[src/rtl/ctsc_pkg.sv]
// ----------------------------------------------------------------------------
// ctsc_pkg: shared types and constants of the C-style token classifier
// Token kind codes, scanner states and the result entry layout.
// ----------------------------------------------------------------------------
package ctsc_pkg;

  localparam int unsigned KindBits = 5;
  localparam int unsigned OutLenBits = 16;

  // Token kinds
  localparam logic [KindBits-1:0] K_END       = 5'd0;
  localparam logic [KindBits-1:0] K_SPACE     = 5'd1;
  localparam logic [KindBits-1:0] K_COMMENT   = 5'd2;
  localparam logic [KindBits-1:0] K_SLASH     = 5'd3;
  localparam logic [KindBits-1:0] K_ERR_END   = 5'd4;
  localparam logic [KindBits-1:0] K_STRING    = 5'd5;
  localparam logic [KindBits-1:0] K_CHAR      = 5'd6;
  localparam logic [KindBits-1:0] K_NUMBER    = 5'd7;
  localparam logic [KindBits-1:0] K_IDENT     = 5'd8;
  localparam logic [KindBits-1:0] K_ESCAPE    = 5'd9;
  localparam logic [KindBits-1:0] K_ESC_EXACT = 5'd10;
  localparam logic [KindBits-1:0] K_BACKSLASH = 5'd11;
  localparam logic [KindBits-1:0] K_PASTE     = 5'd12;
  localparam logic [KindBits-1:0] K_SYM_BANG  = 5'd13;
  localparam logic [KindBits-1:0] K_SYM_AMP   = 5'd14;
  localparam logic [KindBits-1:0] K_SYM_LPAR  = 5'd15;
  localparam logic [KindBits-1:0] K_SYM_RPAR  = 5'd16;
  localparam logic [KindBits-1:0] K_SYM_STAR  = 5'd17;
  localparam logic [KindBits-1:0] K_SYM_DOT   = 5'd18;
  localparam logic [KindBits-1:0] K_SYM_SEMI  = 5'd19;
  localparam logic [KindBits-1:0] K_SYM_LT    = 5'd20;
  localparam logic [KindBits-1:0] K_SYM_EQ    = 5'd21;
  localparam logic [KindBits-1:0] K_SYM_GT    = 5'd22;
  localparam logic [KindBits-1:0] K_SYM_LBR   = 5'd23;
  localparam logic [KindBits-1:0] K_SYM_BAR   = 5'd24;
  localparam logic [KindBits-1:0] K_SYM_RBR   = 5'd25;
  localparam logic [KindBits-1:0] K_ERROR     = 5'd26;

  // Exact-escape match progress
  localparam logic [2:0] MATCH_NONE = 3'd0;
  localparam logic [2:0] MATCH_AT   = 3'd1;
  localparam logic [2:0] MATCH_FULL = 3'd4;
  localparam logic [2:0] MATCH_FAIL = 3'd7;

  // Scanner states, one-hot
  typedef enum logic [14:0] {
    S_IDLE    = 15'b000000000000001,
    S_SPACE   = 15'b000000000000010,
    S_SLASH   = 15'b000000000000100,
    S_LINE    = 15'b000000000001000,
    S_BLOCK   = 15'b000000000010000,
    S_BSTAR   = 15'b000000000100000,
    S_STR     = 15'b000000001000000,
    S_STR_ESC = 15'b000000010000000,
    S_CHR     = 15'b000000100000000,
    S_CHR_ESC = 15'b000001000000000,
    S_NUM     = 15'b000010000000000,
    S_IDENT   = 15'b000100000000000,
    S_AT      = 15'b001000000000000,
    S_BSL     = 15'b010000000000000,
    S_BSL_O   = 15'b100000000000000
  } scan_state_e;

  // One token result
  typedef struct packed {
    logic [KindBits-1:0]   kind;
    logic [OutLenBits-1:0] len;
  } tok_t;

  // All results caused by one request: first, and optionally a second
  typedef struct packed {
    logic two;
    tok_t r0;
    tok_t r1;
  } pair_t;

endpackage

[src/rtl/ctsc_in_if.sv]
// ----------------------------------------------------------------------------
// ctsc_in_if: byte request channel
// Valid/ready channel carrying one source byte or the end marker.
// ----------------------------------------------------------------------------
interface ctsc_in_if;
  logic       valid;
  logic       ready;
  logic [7:0] data_byte;
  logic       end_marker;

  modport source (output valid, output data_byte, output end_marker, input ready);
  modport sink   (input valid, input data_byte, input end_marker, output ready);
endinterface

[src/rtl/ctsc_out_if.sv]
// ----------------------------------------------------------------------------
// ctsc_out_if: token result channel
// Valid/ready channel carrying one classified token.
// ----------------------------------------------------------------------------
interface ctsc_out_if;
  logic        valid;
  logic        ready;
  logic [4:0]  token_kind;
  logic [15:0] token_length;
  logic        last_of_run;

  modport source (output valid, output token_kind, output token_length, output last_of_run,
                  input ready);
  modport sink   (input valid, input token_kind, input token_length, input last_of_run,
                  output ready);
endinterface

[src/rtl/ctsc_step.sv]
// ----------------------------------------------------------------------------
// ctsc_step: scanner next-state logic
// Classifies one byte against the current scan state and yields the
// next state plus zero, one or two finished tokens.
// ----------------------------------------------------------------------------
module ctsc_step import ctsc_pkg::*; #(
  parameter int unsigned LENGTH_BITS = 16
) (
  input  scan_state_e            state_i,
  input  logic [2:0]             match_i,
  input  logic [LENGTH_BITS-1:0] len_i,
  input  logic [7:0]             byte_i,
  input  logic                   end_i,
  output scan_state_e            state_o,
  output logic [2:0]             match_o,
  output logic [LENGTH_BITS-1:0] len_o,
  output logic                   push_o,
  output pair_t                  pair_o
);

  localparam int unsigned ExtBits = (LENGTH_BITS > OutLenBits) ? LENGTH_BITS : OutLenBits;
  localparam logic [LENGTH_BITS-1:0] LenMax = '1;
  localparam logic [LENGTH_BITS-1:0] LenOne = LENGTH_BITS'(1);

  typedef struct packed {
    scan_state_e         st;
    logic                emit;
    logic [KindBits-1:0] kind;
    logic                at;
  } begin_t;

  function automatic logic is_blank(input logic [7:0] c);
    return c == 8'h20 || c == 8'h09 || c == 8'h0D || c == 8'h0A;
  endfunction

  function automatic logic is_word_start(input logic [7:0] c);
    return (c >= 8'h61 && c <= 8'h7A) || (c >= 8'h41 && c <= 8'h5A) || c == 8'h5F;
  endfunction

  function automatic logic is_digit(input logic [7:0] c);
    return c >= 8'h30 && c <= 8'h39;
  endfunction

  // Classify the first byte of a new token
  function automatic begin_t begin_tok(input logic [7:0] c);
    begin_t b;
    b = '{st: S_IDLE, emit: 1'b0, kind: K_ERROR, at: 1'b0};
    priority if (is_blank(c))   b.st = S_SPACE;
    else if (c == 8'h2F)        b.st = S_SLASH;
    else if (c == 8'h22)        b.st = S_STR;
    else if (c == 8'h27)        b.st = S_CHR;
    else if (is_digit(c))       b.st = S_NUM;
    else if (is_word_start(c))  b.st = S_IDENT;
    else if (c == 8'h40) begin
      b.st = S_AT;
      b.at = 1'b1;
    end else if (c == 8'h5C)    b.st = S_BSL;
    else begin
      b.emit = 1'b1;
      unique case (c)
        8'h21:   b.kind = K_SYM_BANG;
        8'h26:   b.kind = K_SYM_AMP;
        8'h28:   b.kind = K_SYM_LPAR;
        8'h29:   b.kind = K_SYM_RPAR;
        8'h2A:   b.kind = K_SYM_STAR;
        8'h2E:   b.kind = K_SYM_DOT;
        8'h3B:   b.kind = K_SYM_SEMI;
        8'h3C:   b.kind = K_SYM_LT;
        8'h3D:   b.kind = K_SYM_EQ;
        8'h3E:   b.kind = K_SYM_GT;
        8'h7B:   b.kind = K_SYM_LBR;
        8'h7C:   b.kind = K_SYM_BAR;
        8'h7D:   b.kind = K_SYM_RBR;
        default: b.kind = K_ERROR;
      endcase
    end
    return b;
  endfunction

  // Clamp a count to the 16-bit result field
  function automatic logic [OutLenBits-1:0] sat_len(input logic [LENGTH_BITS-1:0] l);
    logic [ExtBits-1:0] w;
    w = ExtBits'(l);
    if (w > ExtBits'(17'h0FFFF)) return '1;
    return w[OutLenBits-1:0];
  endfunction

  logic [LENGTH_BITS-1:0] len_inc;
  logic [KindBits-1:0]    pend_kind;
  logic                   alnum;
  begin_t                 bt;

  assign len_inc = (len_i == LenMax) ? len_i : len_i + LenOne;
  assign alnum   = is_word_start(byte_i) || is_digit(byte_i);
  assign bt      = begin_tok(byte_i);

  // Kind of a pending token when it is cut off
  always_comb begin
    unique case (state_i)
      S_SPACE: pend_kind = K_SPACE;
      S_SLASH: pend_kind = K_SLASH;
      S_LINE:  pend_kind = K_COMMENT;
      S_NUM:   pend_kind = K_NUMBER;
      S_IDENT: pend_kind = K_IDENT;
      S_AT:    pend_kind = (match_i == MATCH_FULL) ? K_ESC_EXACT : K_ESCAPE;
      S_BSL:   pend_kind = K_BACKSLASH;
      S_BSL_O: pend_kind = K_ESCAPE;
      default: pend_kind = K_ERR_END;
    endcase
  end

  logic                fin;       // pending token finishes
  logic                fin_inc;   // finished token includes this byte
  logic [KindBits-1:0] fin_kind;
  logic                start;     // byte opens a new token
  logic                sec;       // second result (symbol, error or end)
  logic [KindBits-1:0] sec_kind;
  tok_t                fin_tok;
  tok_t                sec_tok;

  always_comb begin
    state_o  = state_i;
    match_o  = match_i;
    len_o    = len_i;
    fin      = 1'b0;
    fin_inc  = 1'b0;
    fin_kind = pend_kind;
    start    = 1'b0;
    sec      = 1'b0;
    sec_kind = K_END;

    if (end_i) begin
      // Flush pending token, then end
      fin     = (state_i != S_IDLE);
      sec     = 1'b1;
      state_o = S_IDLE;
      match_o = MATCH_NONE;
      len_o   = '0;
    end else begin
      unique case (state_i)
        S_SPACE: begin
          if (is_blank(byte_i)) len_o = len_inc;
          else begin
            fin   = 1'b1;
            start = 1'b1;
          end
        end
        S_SLASH: begin
          if (byte_i == 8'h2F) begin
            len_o   = len_inc;
            state_o = S_LINE;
          end else if (byte_i == 8'h2A) begin
            len_o   = len_inc;
            state_o = S_BLOCK;
          end else begin
            fin   = 1'b1;
            start = 1'b1;
          end
        end
        S_LINE: begin
          len_o = len_inc;
          if (byte_i == 8'h0A) begin
            fin      = 1'b1;
            fin_inc  = 1'b1;
          end
        end
        S_BLOCK: begin
          len_o = len_inc;
          if (byte_i == 8'h2A) state_o = S_BSTAR;
        end
        S_BSTAR: begin
          len_o = len_inc;
          if (byte_i == 8'h2F) begin
            fin      = 1'b1;
            fin_inc  = 1'b1;
            fin_kind = K_COMMENT;
          end else if (byte_i != 8'h2A) state_o = S_BLOCK;
        end
        S_STR: begin
          len_o = len_inc;
          if (byte_i == 8'h5C) state_o = S_STR_ESC;
          else if (byte_i == 8'h22) begin
            fin      = 1'b1;
            fin_inc  = 1'b1;
            fin_kind = K_STRING;
          end
        end
        S_STR_ESC: begin
          len_o   = len_inc;
          state_o = S_STR;
        end
        S_CHR: begin
          len_o = len_inc;
          if (byte_i == 8'h5C) state_o = S_CHR_ESC;
          else if (byte_i == 8'h27) begin
            fin      = 1'b1;
            fin_inc  = 1'b1;
            fin_kind = K_CHAR;
          end
        end
        S_CHR_ESC: begin
          len_o   = len_inc;
          state_o = S_CHR;
        end
        S_NUM, S_IDENT: begin
          if (alnum) len_o = len_inc;
          else begin
            fin   = 1'b1;
            start = 1'b1;
          end
        end
        S_AT: begin
          if (alnum) begin
            len_o = len_inc;
            // Advance the exact "@o2c" match
            unique case (match_i)
              3'd1:    match_o = (byte_i == 8'h6F) ? 3'd2 : MATCH_FAIL;
              3'd2:    match_o = (byte_i == 8'h32) ? 3'd3 : MATCH_FAIL;
              3'd3:    match_o = (byte_i == 8'h63) ? MATCH_FULL : MATCH_FAIL;
              default: match_o = MATCH_FAIL;
            endcase
          end else begin
            fin   = 1'b1;
            start = 1'b1;
          end
        end
        S_BSL: begin
          if (byte_i == 8'h5C) begin
            len_o    = len_inc;
            fin      = 1'b1;
            fin_inc  = 1'b1;
            fin_kind = K_PASTE;
          end else if (byte_i == 8'h6F) begin
            len_o   = len_inc;
            state_o = S_BSL_O;
          end else begin
            fin   = 1'b1;
            start = 1'b1;
          end
        end
        S_BSL_O: begin
          if (byte_i == 8'h6C) begin
            len_o    = len_inc;
            fin      = 1'b1;
            fin_inc  = 1'b1;
            fin_kind = K_ESC_EXACT;
          end else begin
            fin   = 1'b1;
            start = 1'b1;
          end
        end
        default: start = 1'b1;
      endcase

      // Drop the finished token's state
      if (fin) begin
        state_o = S_IDLE;
        match_o = MATCH_NONE;
        len_o   = '0;
      end

      // Open the next token on this byte
      if (start) begin
        state_o  = bt.st;
        len_o    = LenOne;
        sec      = bt.emit;
        sec_kind = bt.kind;
        if (bt.at) match_o = MATCH_AT;
      end
    end
  end

  assign fin_tok = '{kind: fin_kind, len: sat_len(fin_inc ? len_inc : len_i)};
  assign sec_tok = '{kind: sec_kind,
                     len: (end_i ? '0 : OutLenBits'(1))};

  assign push_o     = fin || sec;
  assign pair_o.two = fin && sec;
  assign pair_o.r0  = fin ? fin_tok : sec_tok;
  assign pair_o.r1  = sec_tok;

endmodule

[src/rtl/ctsc_outq.sv]
// ----------------------------------------------------------------------------
// ctsc_outq: result queue
// Two-entry queue of per-request result pairs, one token out per ready cycle.
// ----------------------------------------------------------------------------
module ctsc_outq import ctsc_pkg::*; (
  input  logic       clk_i,
  input  logic       rst_ni,
  input  logic       push_i,
  input  pair_t      pair_i,
  output logic       space_o,
  ctsc_out_if.source out_o
);

  pair_t      ent_q [2];
  logic       wr_ptr_q, wr_ptr_d;
  logic       rd_ptr_q, rd_ptr_d;
  logic [1:0] cnt_q, cnt_d;
  logic       sub_q, sub_d;
  pair_t      head;
  logic       take;
  logic       pop;

  assign head = ent_q[rd_ptr_q];
  assign take = out_o.valid && out_o.ready;
  assign pop  = take && (sub_q || !head.two);

  // Present the head entry, second token after the first
  assign out_o.valid        = (cnt_q != 2'd0);
  assign out_o.token_kind   = sub_q ? head.r1.kind : head.r0.kind;
  assign out_o.token_length = sub_q ? head.r1.len : head.r0.len;
  assign out_o.last_of_run  = sub_q || !head.two;

  // Room for one more entry, counting the one leaving this cycle
  assign space_o = (cnt_q != 2'd2) || pop;

  always_comb begin
    wr_ptr_d = push_i ? ~wr_ptr_q : wr_ptr_q;
    rd_ptr_d = pop ? ~rd_ptr_q : rd_ptr_q;
    cnt_d    = cnt_q + {1'b0, push_i} - {1'b0, pop};
    sub_d    = sub_q;
    if (take) sub_d = head.two && !sub_q;
  end

  always_ff @(posedge clk_i or negedge rst_ni) begin
    if (!rst_ni) begin
      wr_ptr_q <= 1'b0;
      rd_ptr_q <= 1'b0;
      cnt_q    <= 2'd0;
      sub_q    <= 1'b0;
    end else begin
      wr_ptr_q <= wr_ptr_d;
      rd_ptr_q <= rd_ptr_d;
      cnt_q    <= cnt_d;
      sub_q    <= sub_d;
    end
  end

  // Store entry payload
  always_ff @(posedge clk_i) begin
    if (push_i) ent_q[wr_ptr_q] <= pair_i;
  end

endmodule

[src/rtl/c_style_token_classifier_core.sv]
// ----------------------------------------------------------------------------
// c_style_token_classifier_core: C-style token classifier
// Groups a byte stream into C-like tokens and reports kind and length.
// ----------------------------------------------------------------------------
//
//   Port    Dir  Handshake     Payload
//   req_i   in   valid/ready   data_byte[7:0], end_marker
//   rsp_o   out  valid/ready   token_kind[4:0], token_length[15:0], last_of_run
//
// One byte is taken per ready cycle; the scan state updates on the same edge.
// Each request yields zero, one or two tokens, queued in a two-entry result
// queue that drains one token per ready cycle, so two-token requests slow the
// input to the output rate. Reset clears the scan state and the queue.
// req_i.ready drops only while the queue is full and its head does not leave.
// ----------------------------------------------------------------------------
module c_style_token_classifier_core import ctsc_pkg::*; #(
  parameter int unsigned LENGTH_BITS = 16
) (
  input  logic       clk_i,
  input  logic       rst_ni,
  ctsc_in_if.sink    req_i,
  ctsc_out_if.source rsp_o
);

  scan_state_e            state_q, state_d;
  logic [2:0]             match_q, match_d;
  logic [LENGTH_BITS-1:0] len_q, len_d;
  logic                   push;
  logic                   space;
  logic                   accept;
  pair_t                  pair;

  assign req_i.ready = space;
  assign accept      = req_i.valid && space;

  // Classify the byte against the current state
  ctsc_step #(
    .LENGTH_BITS (LENGTH_BITS)
  ) u_step (
    .state_i (state_q),
    .match_i (match_q),
    .len_i   (len_q),
    .byte_i  (req_i.data_byte),
    .end_i   (req_i.end_marker),
    .state_o (state_d),
    .match_o (match_d),
    .len_o   (len_d),
    .push_o  (push),
    .pair_o  (pair)
  );

  // Advance scan state on each accepted request
  always_ff @(posedge clk_i or negedge rst_ni) begin
    if (!rst_ni) begin
      state_q <= S_IDLE;
      match_q <= MATCH_NONE;
      len_q   <= '0;
    end else if (accept) begin
      state_q <= state_d;
      match_q <= match_d;
      len_q   <= len_d;
    end
  end

  // Hold finished tokens until taken
  ctsc_outq u_outq (
    .clk_i   (clk_i),
    .rst_ni  (rst_ni),
    .push_i  (accept && push),
    .pair_i  (pair),
    .space_o (space),
    .out_o   (rsp_o)
  );

endmodule

[src/flat_wrapper.sv]
// flat-port wrapper written by rule: the top's interface ports become plain ports
module c_style_token_classifier_core_flat import ctsc_pkg::*;
#(
  parameter int unsigned LENGTH_BITS = 16
)
  (clk_i, rst_ni, req_i_valid, req_i_data_byte, req_i_end_marker, req_i_ready, rsp_o_valid, rsp_o_token_kind, rsp_o_token_length, rsp_o_last_of_run, rsp_o_ready);
  ctsc_in_if req_i_i ();
  ctsc_out_if rsp_o_i ();
  input  logic clk_i;
  input  logic rst_ni;
  input wire logic [$bits(req_i_i.valid)-1:0] req_i_valid;
  input wire logic [$bits(req_i_i.data_byte)-1:0] req_i_data_byte;
  input wire logic [$bits(req_i_i.end_marker)-1:0] req_i_end_marker;
  output wire logic [$bits(req_i_i.ready)-1:0] req_i_ready;
  output wire logic [$bits(rsp_o_i.valid)-1:0] rsp_o_valid;
  output wire logic [$bits(rsp_o_i.token_kind)-1:0] rsp_o_token_kind;
  output wire logic [$bits(rsp_o_i.token_length)-1:0] rsp_o_token_length;
  output wire logic [$bits(rsp_o_i.last_of_run)-1:0] rsp_o_last_of_run;
  input wire logic [$bits(rsp_o_i.ready)-1:0] rsp_o_ready;
  assign req_i_i.valid = req_i_valid;
  assign req_i_i.data_byte = req_i_data_byte;
  assign req_i_i.end_marker = req_i_end_marker;
  assign req_i_ready = req_i_i.ready;
  assign rsp_o_valid = rsp_o_i.valid;
  assign rsp_o_token_kind = rsp_o_i.token_kind;
  assign rsp_o_token_length = rsp_o_i.token_length;
  assign rsp_o_last_of_run = rsp_o_i.last_of_run;
  assign rsp_o_i.ready = rsp_o_ready;
  c_style_token_classifier_core #(.LENGTH_BITS(LENGTH_BITS)) u_core (.clk_i(clk_i), .rst_ni(rst_ni), .req_i(req_i_i), .rsp_o(rsp_o_i));
endmodule
[config.mk]
export PLATFORM = sky130hd
export DESIGN_NAME = c_style_token_classifier_core_flat
export DESIGN_NICKNAME = d
export VERILOG_FILES = /design/src/rtl/ctsc_pkg.sv /design/src/rtl/ctsc_in_if.sv /design/src/rtl/ctsc_out_if.sv /design/src/rtl/ctsc_step.sv /design/src/rtl/ctsc_outq.sv /design/src/rtl/c_style_token_classifier_core.sv /design/src/flat_wrapper.sv
export SDC_FILE = /design/constraint.sdc
export NUM_CORES = 1
export LEC_CHECK = 0
export BUFFER_PORTS_ARGS = -buffer_cell sky130_fd_sc_hd__clkbuf_2
export CORE_ASPECT_RATIO = 0.9
export CORE_MARGIN = 2
export CORE_UTILIZATION = 61
export CTS_CLUSTER_SIZE = 24
export DETAILED_ROUTE_END_ITERATION = 12
export GPL_TIMING_DRIVEN = 0
export PLACE_DENSITY_LB_ADDON = 0.15
export SLEW_MARGIN = 20
export SYNTH_ARGS = -nofsm -noshare
export SYNTH_HDL_FRONTEND = slang
export SYNTH_SLANG_ARGS = --single-unit
export TNS_END_PERCENT = 1
[constraint.sdc]
create_clock -name clk_i -period 5.7 [get_ports clk_i]
set_input_delay 0.57 -clock clk_i [delete_from_list [all_inputs] [get_ports clk_i]]
set_output_delay 0.57 -clock clk_i [all_outputs]
set_load 0.01 [all_outputs]
==> impl_results.md <==
* Total power at 2.219 mW
* Crit path kind: reg -> reg
* Share of cells above drive strength 1 at 0.1636
* Top FF cell, synth: edfxtp_1
* Routed Antenna Nets at 0
* Critical R2R Capture: u_core.u_outq.ent_q[1][25]
* Synth Instances at 603
* Max-cap violations at 0
* Buf/Inv on CP at 1
* Asr flop ratio synth at 0.4105
* FF-to-FF path depth at 9
* DIE AREA at 10470 um2
* Total gr overflow at 0
* CP top delay family: simple AND/OR/NAND/NOR gates
* CTS H-tree depth at 3
* Clock latency on the worst-skew pair at 380 ps
* Tot GR Track Use at 0.3012
* Vias after detailed routing at 5017
* Critical path depth at 9
* PwrDens at 343.4 nW/um2
* DRC at 0
* Clock transition at the registers of the reported paths at 110 ps
* Inserted Clock Buffers at 9
* Crit. End Element: register
* Cell Area, Synth at 5896 um2
* Initial core utilization at 0.6187
* # nets final at 665
* Final instance area at 6460 um2
* WP data required at 5710 ps
* CTS Sinks at 95
* Vias per inst at 6.432
* Clock Path Buffers at 2
* Post-CTS Resized at 0
* Max stage delay on crit path at 630 ps
* Area Overhead vs Synth at 9.571%
* DR WL/cell at 19.31 um
* Final clock skew at 16.14 ps
* Final TNS setup at 0 ps
* Fin. Hold Viols at 0
* Post-synth EDFFs at 56
* Synth cell types at 86
* Arr. time, crit path at 3830 ps
* RD Place Congestion at 0.9211
* Final HPWL DP at 11190 um
* Tightest Pin Transition at 760.4 ps
* Post-synthesis sequential area ratio at 0.4510
* Die X at 107.6 um
* Status: finished, final reports clean
* Area after DPL at 6260 um2
* Fmax at 0.2618 GHz
* Post-Synthesis Mean Instance Area at 9.777 um2
* # diodes at 0
* Worst path slowest cell: and2_2
* Critical path launch point type: register
* # IOs at 37
* Part of the cycle the worst path needs at 0.6701
* RR Startpoint: u_core.state_q[8]
* Min-Delay Path Class: in -> async
* Slew HR at 0.4889
* DRT Wirelength at 15060 um
* # rows at 34
* RSZ-0062 raised after global routing: no
* Port Buffers at 34
* R2R setup slack at 1880 ps
* First-pass DRT Iterations at 5
* Initial antenna violation count at 0
* Critical path peak fanout at 28
* Hold Buf Count CTS at 0
* Mapped Nets at 619
* Number of global-route vias before repair at 4684
* Core area at 9529 um2
* Leakage at 2.491 nW
* Global-route wire length before repair at 24370 um
* Initial DRC count at 387
* CTS tree: yes
* # Post-CTS Setup Buffers at 0
* Final Max Tran Viols at 0
* # setup viols final at 0
* Chip height at 97.27 um
* Synth Register Bits at 95
* Largest net degree at the start of global routing at 40
* Critical Path, Cell by Cell: or4_1 > clkbuf_1 > nor4_1 > o311ai_1 > o211ai_1 > a211oi_1 > or3_4 > a21oi_2 > and2_2
* Worst vdd ir at 0.2434 mV
* Clk root buf: clkbuf_8
* Ys Warns at 0
* Fin crit period at 3819 ps
-- cells by family after synthesis --
group,count (synthesis),share of synthesized area
AO/OA/AOI/OAI,136,0.1602
multiplexers,24,0.05390
AND/OR/NAND/NOR,278,0.2610
XOR/XNOR,19,0.02823
flip-flops,95,0.4510
adder cells (fa/ha/maj),3,0.006367
buffers and inverters,48,0.03926
-- state kept, by name, indices dropped and copies added, names as in the netlist --
register	cells
u_core.match_q	3
u_core.len_q	16
u_core.u_outq.wr_ptr_q	1
u_core.u_outq.sub_q	1
u_core.state_q	15
u_core.u_outq.ent_q	56
u_core.u_outq.rd_ptr_q	1
u_core.u_outq.cnt_q	2
-- power breakdown --
part	internal [mW]	switching [mW]	leakage, nW
Clock	0.173	0.275	0.0946
Sequential	0.875	0.0570	1.07
Combinational	0.325	0.514	1.33
Total	1.37	0.845	2.49
-- synth_stat cells, drive strengths merged, types with 13 or more instances --
master	n	area, um2
nor2	68	257.8
nand2	64	240.2
edfxtp	56	1682
dfrtp	38	950.9
o21ai	35	175.2
a21oi	27	138.9
nor3	27	151.4
clkbuf	20	77.57
nand3	20	105.1
buf	16	108.9
mux2i	16	160.2
nor4	14	138.9
o31ai	14	140.1
and3	13	86.33
-- worst max path at each step --
stage	slack, ps	from	end
floorplan	1630	req_i_data_byte[2]	u_core.u_outq.ent_q[0][0]
global placement	550	req_i_data_byte[2]	u_core.u_outq.ent_q[0][26]
detailed placement	1810	req_i_data_byte[2]	u_core.u_outq.ent_q[1][26]
CTS	1920	u_core.state_q[8]	u_core.u_outq.ent_q[1][26]
global route	1610	u_core.state_q[8]	u_core.u_outq.ent_q[1][16]
finish	1880	u_core.state_q[8]	u_core.u_outq.ent_q[1][25]
-- per-layer routing --
layer	up-vias	share of wire	routed length [um]	GRT usage
met3	20	0.075	1130	0.05164
met2	213	0.46	6885	0.4577
met1	2418	0.45	6835	0.4530
met5	-	0	0	0
met4	0	0.014	208	0.07298
li1	2366	-	-	-
-- per-stage QoR --
stage	hold slack, ps	cells	setup slack (ps)	utilization
floorplan	274.4	603	1631	-
global placement	468.0	763	554.8	0.6531
detailed placement	508.5	764	1815	0.6569
CTS	386.2	780	1919	0.6777
global route	205.2	780	1606	0.6779
finish	169.4	780	1881	0.6779
-- cell usage in the layout, fill, tap and decap left out, types with 5 or more instances in the layout --
cell type,n
nor2_1,67
nand2_1,64
edfxtp_1,56
dfrtp_1,38
clkbuf_2,35
a21oi_1,26
o21ai_0,25
nor3_1,25
nand3_1,19
clkbuf_1,18
mux2i_1,16
inv_1,12
and3_1,12
nand4_1,11
xor2_1,11
nor4_1,10
o21ai_1,10
clkbuf_8,9
xnor2_1,8
o31ai_1,7
nor2b_1,7
a21o_1,7
o31ai_2,7
buf_2,6
nor4b_1,6
or4_1,6
mux4_2,6
nand2b_1,5
o211ai_1,5
a31oi_1,5
-- cell type report --
type	instances	area [um2]
buffer	36	186.4
clock buffer	9	123.9
clock inverter	7	73.82
fill	739	3069
inverter	12	45.04
multi-input combinational	460	3014
sequential	95	2659
tap	126	157.7
timing repair buffer	35	200.2
No activity file was read; power rests on OpenSTA's default activity.
